## config.mk

```make
export PLATFORM = sky130hd
export DESIGN_NAME = command_line_number_parser
export DESIGN_NICKNAME = d
export VERILOG_FILES = /design/src/sv/clp_pkg.sv /design/src/sv/clp_parser.sv /design/src/sv/clp_emit.sv /design/src/sv/command_line_number_parser.sv
export SDC_FILE = /design/constraint.sdc
export NUM_CORES = 1
export LEC_CHECK = 0
export BUFFER_PORTS_ARGS = -buffer_cell sky130_fd_sc_hd__buf_2
export CAP_MARGIN = 0
export CELL_PAD_IN_SITES_DETAIL_PLACEMENT = 1
export CELL_PAD_IN_SITES_GLOBAL_PLACEMENT = 2
export CORE_UTILIZATION = 40
export CTS_CLUSTER_SIZE = 8
export DETAILED_ROUTE_END_ITERATION = 6
export GPL_TIMING_DRIVEN = 0
export PLACE_DENSITY = 0.74
export SYNTH_ARGS = -nofsm -noshare
export SYNTH_HDL_FRONTEND = slang
export SYNTH_SLANG_ARGS = --single-unit
```

## constraint.sdc

```tcl
create_clock -name aclk -period 6.3 [get_ports aclk]
set_input_delay 0.63 -clock aclk [delete_from_list [all_inputs] [get_ports aclk]]
set_output_delay 0.63 -clock aclk [all_outputs]
set_load 0.01 [all_outputs]
```

## src/sv/clp_pkg.sv

```systemverilog
package clp_pkg;

    localparam int MAX_PARAMS_DEF = 4;

    localparam int STATUS_W = 3;
    localparam int LINE_W   = 32;
    localparam int VALUE_W  = 32;
    localparam int CHAR_W   = 8;
    localparam int COUNT_W  = 3;
    localparam int SLOT_W   = 2;

    localparam logic [STATUS_W-1:0] ST_OK      = 3'd0;
    localparam logic [STATUS_W-1:0] ST_IGN     = 3'd1;
    localparam logic [STATUS_W-1:0] ST_ERR     = 3'd2;
    localparam logic [STATUS_W-1:0] ST_ERR_END = 3'd3;
    localparam logic [STATUS_W-1:0] ST_END     = 3'd4;

    localparam logic [CHAR_W-1:0] CH_TAB   = 8'h09;
    localparam logic [CHAR_W-1:0] CH_NL    = 8'h0A;
    localparam logic [CHAR_W-1:0] CH_CR    = 8'h0D;
    localparam logic [CHAR_W-1:0] CH_SPACE = 8'h20;
    localparam logic [CHAR_W-1:0] CH_HASH  = 8'h23;
    localparam logic [CHAR_W-1:0] CH_ZERO  = 8'h30;
    localparam logic [CHAR_W-1:0] CH_NINE  = 8'h39;

    // largest value that can still take another digit
    localparam logic [VALUE_W-1:0] ACC_LIMIT  = 32'd429496729;
    localparam logic [3:0]         LAST_DIGIT = 4'd5;

    typedef enum logic [2:0] {
        PH_START,
        PH_SECOND,
        PH_REST,
        PH_SKIP,
        PH_COMMENT
    } phase_t;

    typedef struct packed {
        logic                valid;
        logic [STATUS_W-1:0] status;
        logic [CHAR_W-1:0]   cmd;
        logic [LINE_W-1:0]   line;
    } line_end_t;

endpackage

```

## src/sv/clp_parser.sv

```systemverilog
module clp_parser #(
    parameter int MAX_PARAMS = clp_pkg::MAX_PARAMS_DEF,
    parameter int CW = $clog2(MAX_PARAMS + 1),
    parameter int AW = (MAX_PARAMS > 1) ? $clog2(MAX_PARAMS) : 1
) (
    input  logic                       aclk,
    input  logic                       aresetn,
    input  logic                       in_accept,
    input  logic                       action,
    input  logic [clp_pkg::CHAR_W-1:0] byte_value,
    output clp_pkg::line_end_t         line_end,
    output logic [CW-1:0]              line_count,
    output logic                       wr_en,
    output logic [AW-1:0]              wr_addr,
    output logic [clp_pkg::VALUE_W-1:0] wr_data
);

    clp_pkg::phase_t             phase_reg, phase_next;
    logic [clp_pkg::CHAR_W-1:0]  command_reg, command_next;
    logic [clp_pkg::VALUE_W-1:0] acc_reg, acc_next;
    logic [CW-1:0]               counter_reg, counter_next;
    logic                        inside_reg, inside_next;
    logic [clp_pkg::LINE_W-1:0]  line_reg, line_next;

    logic       ws;
    logic       nl;
    logic       digit;
    logic [3:0] dval;
    logic       fits;
    logic [clp_pkg::VALUE_W-1:0] acc_mul;

    assign ws = (byte_value == clp_pkg::CH_SPACE)
             || ((byte_value >= clp_pkg::CH_TAB) && (byte_value <= clp_pkg::CH_CR));
    assign nl = !action && (byte_value == clp_pkg::CH_NL);
    assign digit = (byte_value >= clp_pkg::CH_ZERO) && (byte_value <= clp_pkg::CH_NINE);
    assign dval = 4'(byte_value - clp_pkg::CH_ZERO);
    assign fits = (acc_reg < clp_pkg::ACC_LIMIT)
               || ((acc_reg == clp_pkg::ACC_LIMIT) && (dval <= clp_pkg::LAST_DIGIT));
    // acc * 10 + d
    assign acc_mul = {acc_reg[28:0], 3'b000} + {acc_reg[30:0], 1'b0}
                   + {28'd0, dval};

    always_ff @(posedge aclk) begin
        if (!aresetn) begin
            phase_reg   <= clp_pkg::PH_START;
            command_reg <= '0;
            acc_reg     <= '0;
            counter_reg <= '0;
            inside_reg  <= 1'b0;
            line_reg    <= '0;
        end else begin
            phase_reg   <= phase_next;
            command_reg <= command_next;
            acc_reg     <= acc_next;
            counter_reg <= counter_next;
            inside_reg  <= inside_next;
            line_reg    <= line_next;
        end
    end

    always_comb begin
        phase_next      = phase_reg;
        command_next    = command_reg;
        acc_next        = acc_reg;
        counter_next    = counter_reg;
        inside_next     = inside_reg;
        line_next       = line_reg;
        line_end        = '0;
        line_end.line   = line_reg;
        line_count      = '0;
        wr_en           = 1'b0;
        wr_addr         = '0;
        wr_data         = acc_mul;
        if (in_accept) begin
            case (phase_reg)
                clp_pkg::PH_START: begin
                    line_next     = line_reg + 32'd1;
                    line_end.line = line_next;
                    if (action) begin
                        line_end.valid  = 1'b1;
                        line_end.status = clp_pkg::ST_END;
                    end else if (nl) begin
                        line_end.valid  = 1'b1;
                        line_end.status = clp_pkg::ST_IGN;
                    end else if (byte_value == clp_pkg::CH_HASH) begin
                        phase_next = clp_pkg::PH_COMMENT;
                    end else if (ws) begin
                        phase_next = clp_pkg::PH_SKIP;
                    end else begin
                        command_next = byte_value;
                        phase_next   = clp_pkg::PH_SECOND;
                    end
                end
                clp_pkg::PH_SECOND: begin
                    if (action) begin
                        line_end.valid  = 1'b1;
                        line_end.status = clp_pkg::ST_ERR_END;
                    end else if (nl) begin
                        line_end.valid  = 1'b1;
                        line_end.status = clp_pkg::ST_OK;
                        line_end.cmd    = command_reg;
                    end else if (ws) begin
                        acc_next     = '0;
                        counter_next = '0;
                        inside_next  = 1'b0;
                        phase_next   = clp_pkg::PH_REST;
                    end else begin
                        phase_next = clp_pkg::PH_SKIP;
                    end
                end
                clp_pkg::PH_REST: begin
                    if (action) begin
                        line_end.valid  = 1'b1;
                        line_end.status = clp_pkg::ST_ERR_END;
                    end else if (nl) begin
                        line_end.valid  = 1'b1;
                        line_end.status = clp_pkg::ST_OK;
                        line_end.cmd    = command_reg;
                        line_count      = counter_reg;
                    end else if (ws) begin
                        acc_next    = '0;
                        inside_next = 1'b0;
                    end else if (!inside_reg && (counter_reg >= CW'(MAX_PARAMS))) begin
                        phase_next = clp_pkg::PH_SKIP;
                    end else begin
                        if (!inside_reg) begin
                            counter_next = counter_reg + CW'(1);
                            inside_next  = 1'b1;
                        end
                        if (!digit || !fits) begin
                            phase_next = clp_pkg::PH_SKIP;
                        end else begin
                            acc_next = acc_mul;
                            wr_en    = 1'b1;
                            wr_addr  = AW'(counter_next - CW'(1));
                        end
                    end
                end
                clp_pkg::PH_SKIP: begin
                    if (action) begin
                        line_end.valid  = 1'b1;
                        line_end.status = clp_pkg::ST_ERR_END;
                    end else if (nl) begin
                        line_end.valid  = 1'b1;
                        line_end.status = clp_pkg::ST_ERR;
                    end
                end
                clp_pkg::PH_COMMENT: begin
                    if (action) begin
                        line_end.valid  = 1'b1;
                        line_end.status = clp_pkg::ST_END;
                    end else if (nl) begin
                        line_end.valid  = 1'b1;
                        line_end.status = clp_pkg::ST_IGN;
                    end
                end
                default: begin
                    phase_next = clp_pkg::PH_START;
                end
            endcase
            if (line_end.valid) begin
                phase_next = clp_pkg::PH_START;
            end
        end
    end

endmodule

```

## src/sv/clp_emit.sv

```systemverilog
module clp_emit #(
    parameter int MAX_PARAMS = clp_pkg::MAX_PARAMS_DEF,
    parameter int CW = $clog2(MAX_PARAMS + 1),
    parameter int AW = (MAX_PARAMS > 1) ? $clog2(MAX_PARAMS) : 1
) (
    input  logic                         aclk,
    input  logic                         aresetn,
    input  clp_pkg::line_end_t           line_end,
    input  logic [CW-1:0]                line_count,
    input  logic                         wr_en,
    input  logic [AW-1:0]                wr_addr,
    input  logic [clp_pkg::VALUE_W-1:0]  wr_data,
    output logic                         busy,
    output logic                         m_tvalid,
    input  logic                         m_tready,
    output logic [79:0]                  m_tdata,
    output logic [3:0]                   m_tuser,
    output logic                         m_tlast
);

    logic [clp_pkg::VALUE_W-1:0] mem [MAX_PARAMS];
    logic [clp_pkg::VALUE_W-1:0] rdata_reg;

    logic                         busy_reg, busy_next;
    logic [clp_pkg::STATUS_W-1:0] status_reg;
    logic [clp_pkg::CHAR_W-1:0]   cmd_reg;
    logic [clp_pkg::LINE_W-1:0]   line_reg;
    logic [CW-1:0]                cnt_reg;
    logic [CW-1:0]                k_reg, k_next;
    logic                         inflight_reg, inflight_next;
    logic [CW-1:0]                slot_reg;

    logic                         m_valid_reg, m_valid_next;
    logic [clp_pkg::STATUS_W-1:0] m_status_reg;
    logic [clp_pkg::CHAR_W-1:0]   m_cmd_reg;
    logic [clp_pkg::COUNT_W-1:0]  m_count_reg;
    logic [clp_pkg::LINE_W-1:0]   m_line_reg;
    logic [clp_pkg::SLOT_W-1:0]   m_slot_reg;
    logic [clp_pkg::VALUE_W-1:0]  m_value_reg;
    logic                         m_present_reg;
    logic                         m_last_reg;

    logic out_free;
    logic has_nums;
    logic issue;
    logic load_num;
    logic load_none;
    logic slot_last;

    assign out_free  = !m_valid_reg || m_tready;
    assign has_nums  = (cnt_reg != '0);
    assign issue     = busy_reg && has_nums && (k_reg != cnt_reg)
                    && (!inflight_reg || out_free);
    assign load_num  = inflight_reg && out_free;
    assign load_none = busy_reg && !has_nums && out_free;
    assign slot_last = ((slot_reg + CW'(1)) == cnt_reg);

    always_ff @(posedge aclk) begin
        if (wr_en) begin
            mem[wr_addr] <= wr_data;
        end
        if (issue) begin
            rdata_reg <= mem[k_reg[AW-1:0]];
        end
    end

    always_comb begin
        busy_next     = busy_reg;
        k_next        = k_reg;
        inflight_next = inflight_reg;
        m_valid_next  = m_valid_reg;
        if (m_tready) begin
            m_valid_next = 1'b0;
        end
        if (load_num || load_none) begin
            m_valid_next = 1'b1;
        end
        if (load_none || (load_num && slot_last)) begin
            busy_next = 1'b0;
        end
        if (load_num) begin
            inflight_next = 1'b0;
        end
        if (issue) begin
            inflight_next = 1'b1;
            k_next        = k_reg + CW'(1);
        end
        if (line_end.valid) begin
            busy_next = 1'b1;
            k_next    = '0;
        end
    end

    always_ff @(posedge aclk) begin
        if (!aresetn) begin
            busy_reg     <= 1'b0;
            k_reg        <= '0;
            inflight_reg <= 1'b0;
            m_valid_reg  <= 1'b0;
        end else begin
            busy_reg     <= busy_next;
            k_reg        <= k_next;
            inflight_reg <= inflight_next;
            m_valid_reg  <= m_valid_next;
        end
        if (line_end.valid) begin
            status_reg <= line_end.status;
            cmd_reg    <= line_end.cmd;
            line_reg   <= line_end.line;
            cnt_reg    <= line_count;
        end
        if (issue) begin
            slot_reg <= k_reg;
        end
        if (load_num) begin
            m_status_reg  <= status_reg;
            m_cmd_reg     <= cmd_reg;
            m_count_reg   <= clp_pkg::COUNT_W'(cnt_reg);
            m_line_reg    <= line_reg;
            m_slot_reg    <= clp_pkg::SLOT_W'(slot_reg);
            m_value_reg   <= rdata_reg;
            m_present_reg <= 1'b1;
            m_last_reg    <= slot_last;
        end else if (load_none) begin
            m_status_reg  <= status_reg;
            m_cmd_reg     <= cmd_reg;
            m_count_reg   <= '0;
            m_line_reg    <= line_reg;
            m_slot_reg    <= '0;
            m_value_reg   <= '0;
            m_present_reg <= 1'b0;
            m_last_reg    <= 1'b1;
        end
    end

    assign busy     = busy_reg;
    assign m_tvalid = m_valid_reg;
    assign m_tdata  = {3'b000, m_value_reg, m_slot_reg, m_line_reg, m_count_reg, m_cmd_reg};
    assign m_tuser  = {m_present_reg, m_status_reg};
    assign m_tlast  = m_last_reg;

endmodule

```

## src/sv/command_line_number_parser.sv

```systemverilog
// channel  | dir | tdata                            | tuser                     | tlast
// ---------+-----+----------------------------------+---------------------------+-------------
// s_       | in  | byte_value[7:0]                  | action                    | -
// m_       | out | command_char, param_count,       | line_status[2:0],         | last_of_line
//          |     | line_index, param_slot,          | param_present[3]          |
//          |     | param_value (bits 0..76)         |                           |
//
// One input word per cycle while no line end is pending.
// A line end holds s_tready low until all its result words are loaded; stored numbers are
// read through the registered store read port, then loaded one number per cycle while m_tready is high.
// m_tready low stretches that stall; plain bytes are still taken.
// aresetn is synchronous; the number store has no reset.
module command_line_number_parser #(
    parameter int MAX_PARAMS = clp_pkg::MAX_PARAMS_DEF
) (
    input  logic        aclk,
    input  logic        aresetn,
    input  logic        s_tvalid,
    output logic        s_tready,
    input  logic [7:0]  s_tdata,   // byte_value[7:0]
    input  logic [0:0]  s_tuser,   // action[0]
    output logic        m_tvalid,
    input  logic        m_tready,
    output logic [79:0] m_tdata,   // command_char[7:0], param_count[10:8], line_index[42:11],
                                   // param_slot[44:43], param_value[76:45], zero[79:77]
    output logic [3:0]  m_tuser,   // line_status[2:0], param_present[3]
    output logic        m_tlast    // last_of_line
);

    localparam int CW = $clog2(MAX_PARAMS + 1);
    localparam int AW = (MAX_PARAMS > 1) ? $clog2(MAX_PARAMS) : 1;

    clp_pkg::line_end_t          line_end;
    logic [CW-1:0]               line_count;
    logic                        wr_en;
    logic [AW-1:0]               wr_addr;
    logic [clp_pkg::VALUE_W-1:0] wr_data;
    logic                        busy;
    logic                        in_accept;

    assign s_tready  = !busy;
    assign in_accept = s_tvalid && s_tready;

    clp_parser #(
        .MAX_PARAMS (MAX_PARAMS),
        .CW         (CW),
        .AW         (AW)
    ) u_parser (
        .aclk       (aclk),
        .aresetn    (aresetn),
        .in_accept  (in_accept),
        .action     (s_tuser[0]),
        .byte_value (s_tdata),
        .line_end   (line_end),
        .line_count (line_count),
        .wr_en      (wr_en),
        .wr_addr    (wr_addr),
        .wr_data    (wr_data)
    );

    clp_emit #(
        .MAX_PARAMS (MAX_PARAMS),
        .CW         (CW),
        .AW         (AW)
    ) u_emit (
        .aclk       (aclk),
        .aresetn    (aresetn),
        .line_end   (line_end),
        .line_count (line_count),
        .wr_en      (wr_en),
        .wr_addr    (wr_addr),
        .wr_data    (wr_data),
        .busy       (busy),
        .m_tvalid   (m_tvalid),
        .m_tready   (m_tready),
        .m_tdata    (m_tdata),
        .m_tuser    (m_tuser),
        .m_tlast    (m_tlast)
    );

endmodule

```

Word level (Yosys, flattened, before mapping)
Memories as Yosys holds them, arrays and structs flattened. A register that Yosys moved wholly into a read port is not among the register bits.
Cells that the tools add are included.
Storage, ports and cells
  bits in registers: 216
  bits in read-only memories: 0
  output and inout port bits: 87
  memories: 1
  bits in writable memories: 128
  word-level logic and storage cells: 215
  bits in latches: 0
  bits of input ports: 13
Memory list
  u_emit.mem: words 4, bits a word 32, read ports 1, clocked after memory_dff 1, wr ports 1, RTL line clp_emit.sv:21  | logic [clp_pkg::VALUE_W-1:0] mem [MAX_PARAMS];
Cells by class
  equality and inequality tests: 28
  shift-type cells: 0
  add/sub/neg operators: 8
  multipliers: 0
  order comparisons: 7
  bitwise gates (word level): 8
  div/mod/pow operators: 0
  reductions and logical operators: 46
  multiplexer cells: 94
Operator list (count)
  $mux 32: 13
  $mux 3: 29
  $pmux 32 s2: 1
  $mux 44: 1
  $add 32x1->32 const B: 1
  $add 32x32->32: 1
  $add 32x4->32: 1
  $eq 32x29->1 const B: 1
  $lt 32x29->1 const B: 1
  $mux 8: 4
  $mux 1: 25
  $mux 4: 6
  $mux 2: 10
  $reduce_and 9->1: 2
  $eq 8x6->1 const B: 2
  $ne 3x2->1 const B: 5
  $logic_and 1x1->1: 13
  $mux 12: 1
  $ne 2x2->1 const B: 6
  $ne 3x3->1 const B: 4
  $pmux 3 s4: 1
  $pmux 4 s3: 1
  $reduce_and 10->1: 1
  $reduce_bool 2->1: 5
  28 further kinds: 56

Logic depth before layout (Yosys ltp)
  depth after elaboration: 16
  mapped depth: 12
  gate-level depth less buffers: 12

Cells and area by module
Synthesis repeated with hierarchy kept, for this count alone.
Unflattened totals
  cell total of the unflattened synthesis: 1133
  area, all modules: 15986.6 um^2
Modules (own cells, without submodules)
  clp_emit: seq. area each 8848.5 um^2, area each 10223.6 um^2, cells an instance 433, times used 1
  clp_parser: seq. area each 1581.5 um^2, area each 5753.0 um^2, cells an instance 698, times used 1
  command_line_number_parser: seq. area each 0.0 um^2, area each 10.0 um^2, cells an instance 2, times used 1

Worst setup path after synthesis
Ideal clock, no wire load.
  path type: input port to flip-flop
  start point: in s_tdata[5]
  end point: reg u_emit.k_reg[0]
  slack: 0.880 ns
  setup time: 0.119 ns
  buffers on the path: 0
  data arrival time: 5.301 ns
  cell stages on the path: 6
  required time: 6.181 ns
  path through: nor4b_4 and4b_1 nor2_1 a211oi_1 nand2b_1 nor2_1
RTL lines
  from (decl): RTL line command_line_number_parser.sv:20  | input logic [7:0] s_tdata,
  to (signal assigned): RTL line clp_emit.sv:102  | k_reg <= k_next;
  to (decl): RTL line clp_emit.sv:29  | logic [CW-1:0] k_reg, k_next;

Worst setup path in the final report
  start point: reg u_parser.acc_reg[0] in the netlist's numbering
  end point: mem u_emit.mem[1][31] in the netlist's numbering, data pin
Between the ends
  word-level cells in the longest chain between the ends: 2
Ends and longest elaborated chain
  from (decl): RTL line clp_parser.sv:20  | logic [clp_pkg::VALUE_W-1:0] acc_reg, acc_next;
  from (signal assigned): RTL line clp_parser.sv:54  | acc_reg <= acc_next;
  $add 32x32->32: RTL line clp_parser.sv:40  | assign acc_mul = {acc_reg[28:0], 3'b000} + {acc_reg[30:0], 1'b0}
  $add 32x4->32: RTL line clp_parser.sv:41  | + {28'd0, dval};
  via u_emit.wr_data (one bit): RTL line clp_emit.sv:12  | input logic [clp_pkg::VALUE_W-1:0] wr_data,
  to (decl): RTL line clp_emit.sv:21
The timed path passes the listed nets, and every way through them passes these cells.

==> results.md <==
- DPL Wire Length: between 20000 and 30000 um
- Min-delay worst type: input pin to flop
- Sequential fraction of the synthesis area: 65.6%
- Crit Path Class: flop to flop
- Crit path largest cell delay: approximately 0.48 ns
- Die Height: 201 um
- Post-CTS setup buffer count: 0
- Fin area: around 19000 um^2
- Synth Area in XOR/XNOR: around 3.7%
- Buf+Inv Stages, Crit Path: 1
- Final net count: approximately 1400
- Placer Congestion: between 0.7 and 0.8
- Share of the synthesized area in the top cell type: between 50% and 60%
- Slowest-stage cell, CP: fa_1
- Total GRT Usage: between 10% and 20%
- Req. time, crit path: ~6.6 ns
- Largest area contributor in the synthesized netlist: edfxtp_1
- CP Launch Type: flop
- Routed Antenna Nets: 0
- CP arrival: around 4.2 ns
- Io pins: 100
- Combinational family with the most area after synthesis: simple AND/OR/NAND/NOR gates
- Final Cycle Share: between 60% and 70%
- Clock latency on the worst-skew pair: 0.56 ns
- Post-synth top cells: edfxtp_1, dfxtp_1, nor2_1
- Via count: 9520
- Post-synthesis compound-gate area fraction: 6.94%
- Avg Cell Area, Syn: between 10 and 15 um^2
- Top_reg_cell synth: edfxtp_1
- Outcome: finished clean
- Ranking of synthesized cells by area: edfxtp_1, dfxtp_1, ha_1
- Relative slew slack: slightly below 30%
- Number of fill cells: 3960
- H-tree depth: 2
- Count leader, synth: edfxtp_1
- Row count: a little over 70
- Async SR Flop Fraction: 0%
- Initial antenna violation count: 0
- Share of layout cells above drive strength 1: 17.5%
- # DRC: 0
- Fmax: approximately 0.25 GHz
- Die width: about 200 um
- Synth Cell Area: 15900 um^2
- Max-cap violations: 0
- VDD IR-drop max: around 0.16 mV
- First-pass GRT wire length: between 50000 and 60000 um
- Worst-path cell chain: fa_1, ha_1, a211oi_1, o21ai_0, o211ai_1, nand4_1, and2_1, clkbuf_1, a2111o_1, and2_1, xnor2_1
- Post-DP Area: roughly 17000 um^2
- Clock root buffer: clkbuf_16
- Cell mode on critical path: and2_1
- Post-CTS Resized: 0
- Pleak: about 7.4 nW
- Largest register FFs: between 100 and 150
- CP top delay family: compound AO/OA/AOI/OAI gates
- Power per standard cell area: between 200 and 300 nW/um^2
- Number of global-route vias before repair: just over 10000
- DRT Wirelength: roughly 36000 um
- Synth warn: 0
- Area grow syn2layout: 18.0%
- Clk_skew: approximately 0.025 ns
- RSZ-0062 raised after global routing: false
- DR iter-0 viols: 406
- Core region area: 38900 um^2
- Port buffer count: between 90 and 100
- Most flop-heavy register: u_emit.mem
- Maximum root-to-sink buffer count: 3
- Setup slack on the worst flop-to-flop path: between 2 and 2.5 ns
- Post-synth EDFFs: 290
- Worst hold slack: between 0.3 and 0.4 ns
- Worst Tran Pin Value: approximately 1.0 ns
- Largest net degree at the start of global routing: 54
- Final slew viol count: 0
- Num CTS Buffers: 52
- Hold Buf Count CTS: 0
- Final Hold Violating Endpoints: 0
- Clock Sinks: around 380
- Crit end category: flop
- Yosys reg bits: 376
- Setup-failing EPs final: 0
- Ant diodes: 0
- WL per Instance: 19.5 um
- Grt ovf: 0
- Initial Util: between 40% and 50%
- Synth Instances: 1108
- Post-synthesis mux area share: approximately 5.4%
- DR vias/cell: between 5 and 6
- DRT Pass-1 Iters: 4
- Synth Area in Adders: 5.13%
- Clock slew at reported path FFs: approximately 0.05 ns
- CTS tree: done
- Die area: 40500 um^2
- Distinct cells, synth: 73
- Synth Area in Simple Gates: 11.4%
- Post-layout minimum cycle time: between 3 and 4 ns
- Critical Path Fanout Max: 5
-- through the flow --
step	cells	power [W]	setup TNS, ns	util, %	setup slack (ns)
after global routing	1836	0.00564	0	48.2	2.09
after floorplan	1110	0.00288	0	-	0.880
after detailed placement	1738	0.00296	0	44.3	1.84
final	1836	0.00545	0	48.2	2.33
after CTS	1836	0.00553	0	48.2	2.25
after global placement	1723	0.00295	-166.72	43.7	-1.57
-- final cells by class --
cell class / count / area [um^2] / area share, %
inverters: 15 / 56.3 / 0.300
flip-flops and latches: 376 / 10400 / 55.6
clock buffers: 96 / 1490 / 7.93
clock inverters: 2 / 17.5 / 0.0934
plain buffers: 47 / 213 / 1.13
repair buffers: 110 / 668 / 3.56
well taps: 518 / 648 / 3.46
multi-input cells: 672 / 5230 / 27.9
-- cell families after synthesis --
group,count (synthesis)
multiplexers,46
XOR/XNOR,67
flip-flops,376
buffers and inverters,62
AO/OA/AOI/OAI,157
AND/OR/NAND/NOR,335
other,1
adder cells (fa/ha/maj),64
-- layer usage --
layer	global-route usage (%)	part of all wire, %	vias to the layer above
li1	-	-	4546
met1	23.8	46	4786
met2	31.0	49	148
met3	2.74	3.2	40
met4	4.27	1.5	0
met5	0	0	-
-- cells in the final DEF (no fill, tap or decap), types with 4 or more instances in the layout --
cell / instances
clkbuf_16: 53
nand2b_1: 11
xor2_1: 28
ha_1: 62
edfxtp_1: 290
a31oi_1: 10
and2_1: 50
o21a_1: 5
or3_1: 4
clkbuf_1: 76
nand4_1: 15
mux4_2: 32
a211oi_1: 7
nor4_1: 4
buf_2: 100
and3_1: 52
xnor2_1: 39
nor3_1: 15
nor2_1: 77
a21o_1: 15
nor3b_1: 6
mux2i_1: 12
a21oi_1: 34
a22o_1: 8
buf_4: 5
dfxtp_1: 86
nor2b_1: 12
buf_6: 12
o211ai_1: 11
nand2_1: 43
o21ai_0: 17
inv_1: 13
nor3_2: 5
a22oi_1: 22
nand3_1: 24
-- final timing paths --
check | startpoint | end | depth (start not counted)
hold reg to reg | u_emit.line_reg[3] | u_emit.m_line_reg[3] | 0
setup / recovery | u_parser.acc_reg[0] | u_emit.mem[1][31] | 11
hold / removal | s_tdata[0] | u_emit.mem[2][0] | 1
setup reg to reg | u_parser.acc_reg[0] | u_emit.mem[1][31] | 11
-- power breakdown --
group          total (W)  leakage (nW)  switching (W)  internal [W]
Combinational   0.000183          3.11       0.000116     0.0000672
Clock            0.00255         0.713       0.000976       0.00157
Sequential       0.00273          3.58      0.0000174       0.00271
Total            0.00545          7.40        0.00111       0.00434
No activity file was read; power rests on OpenSTA's default activity.
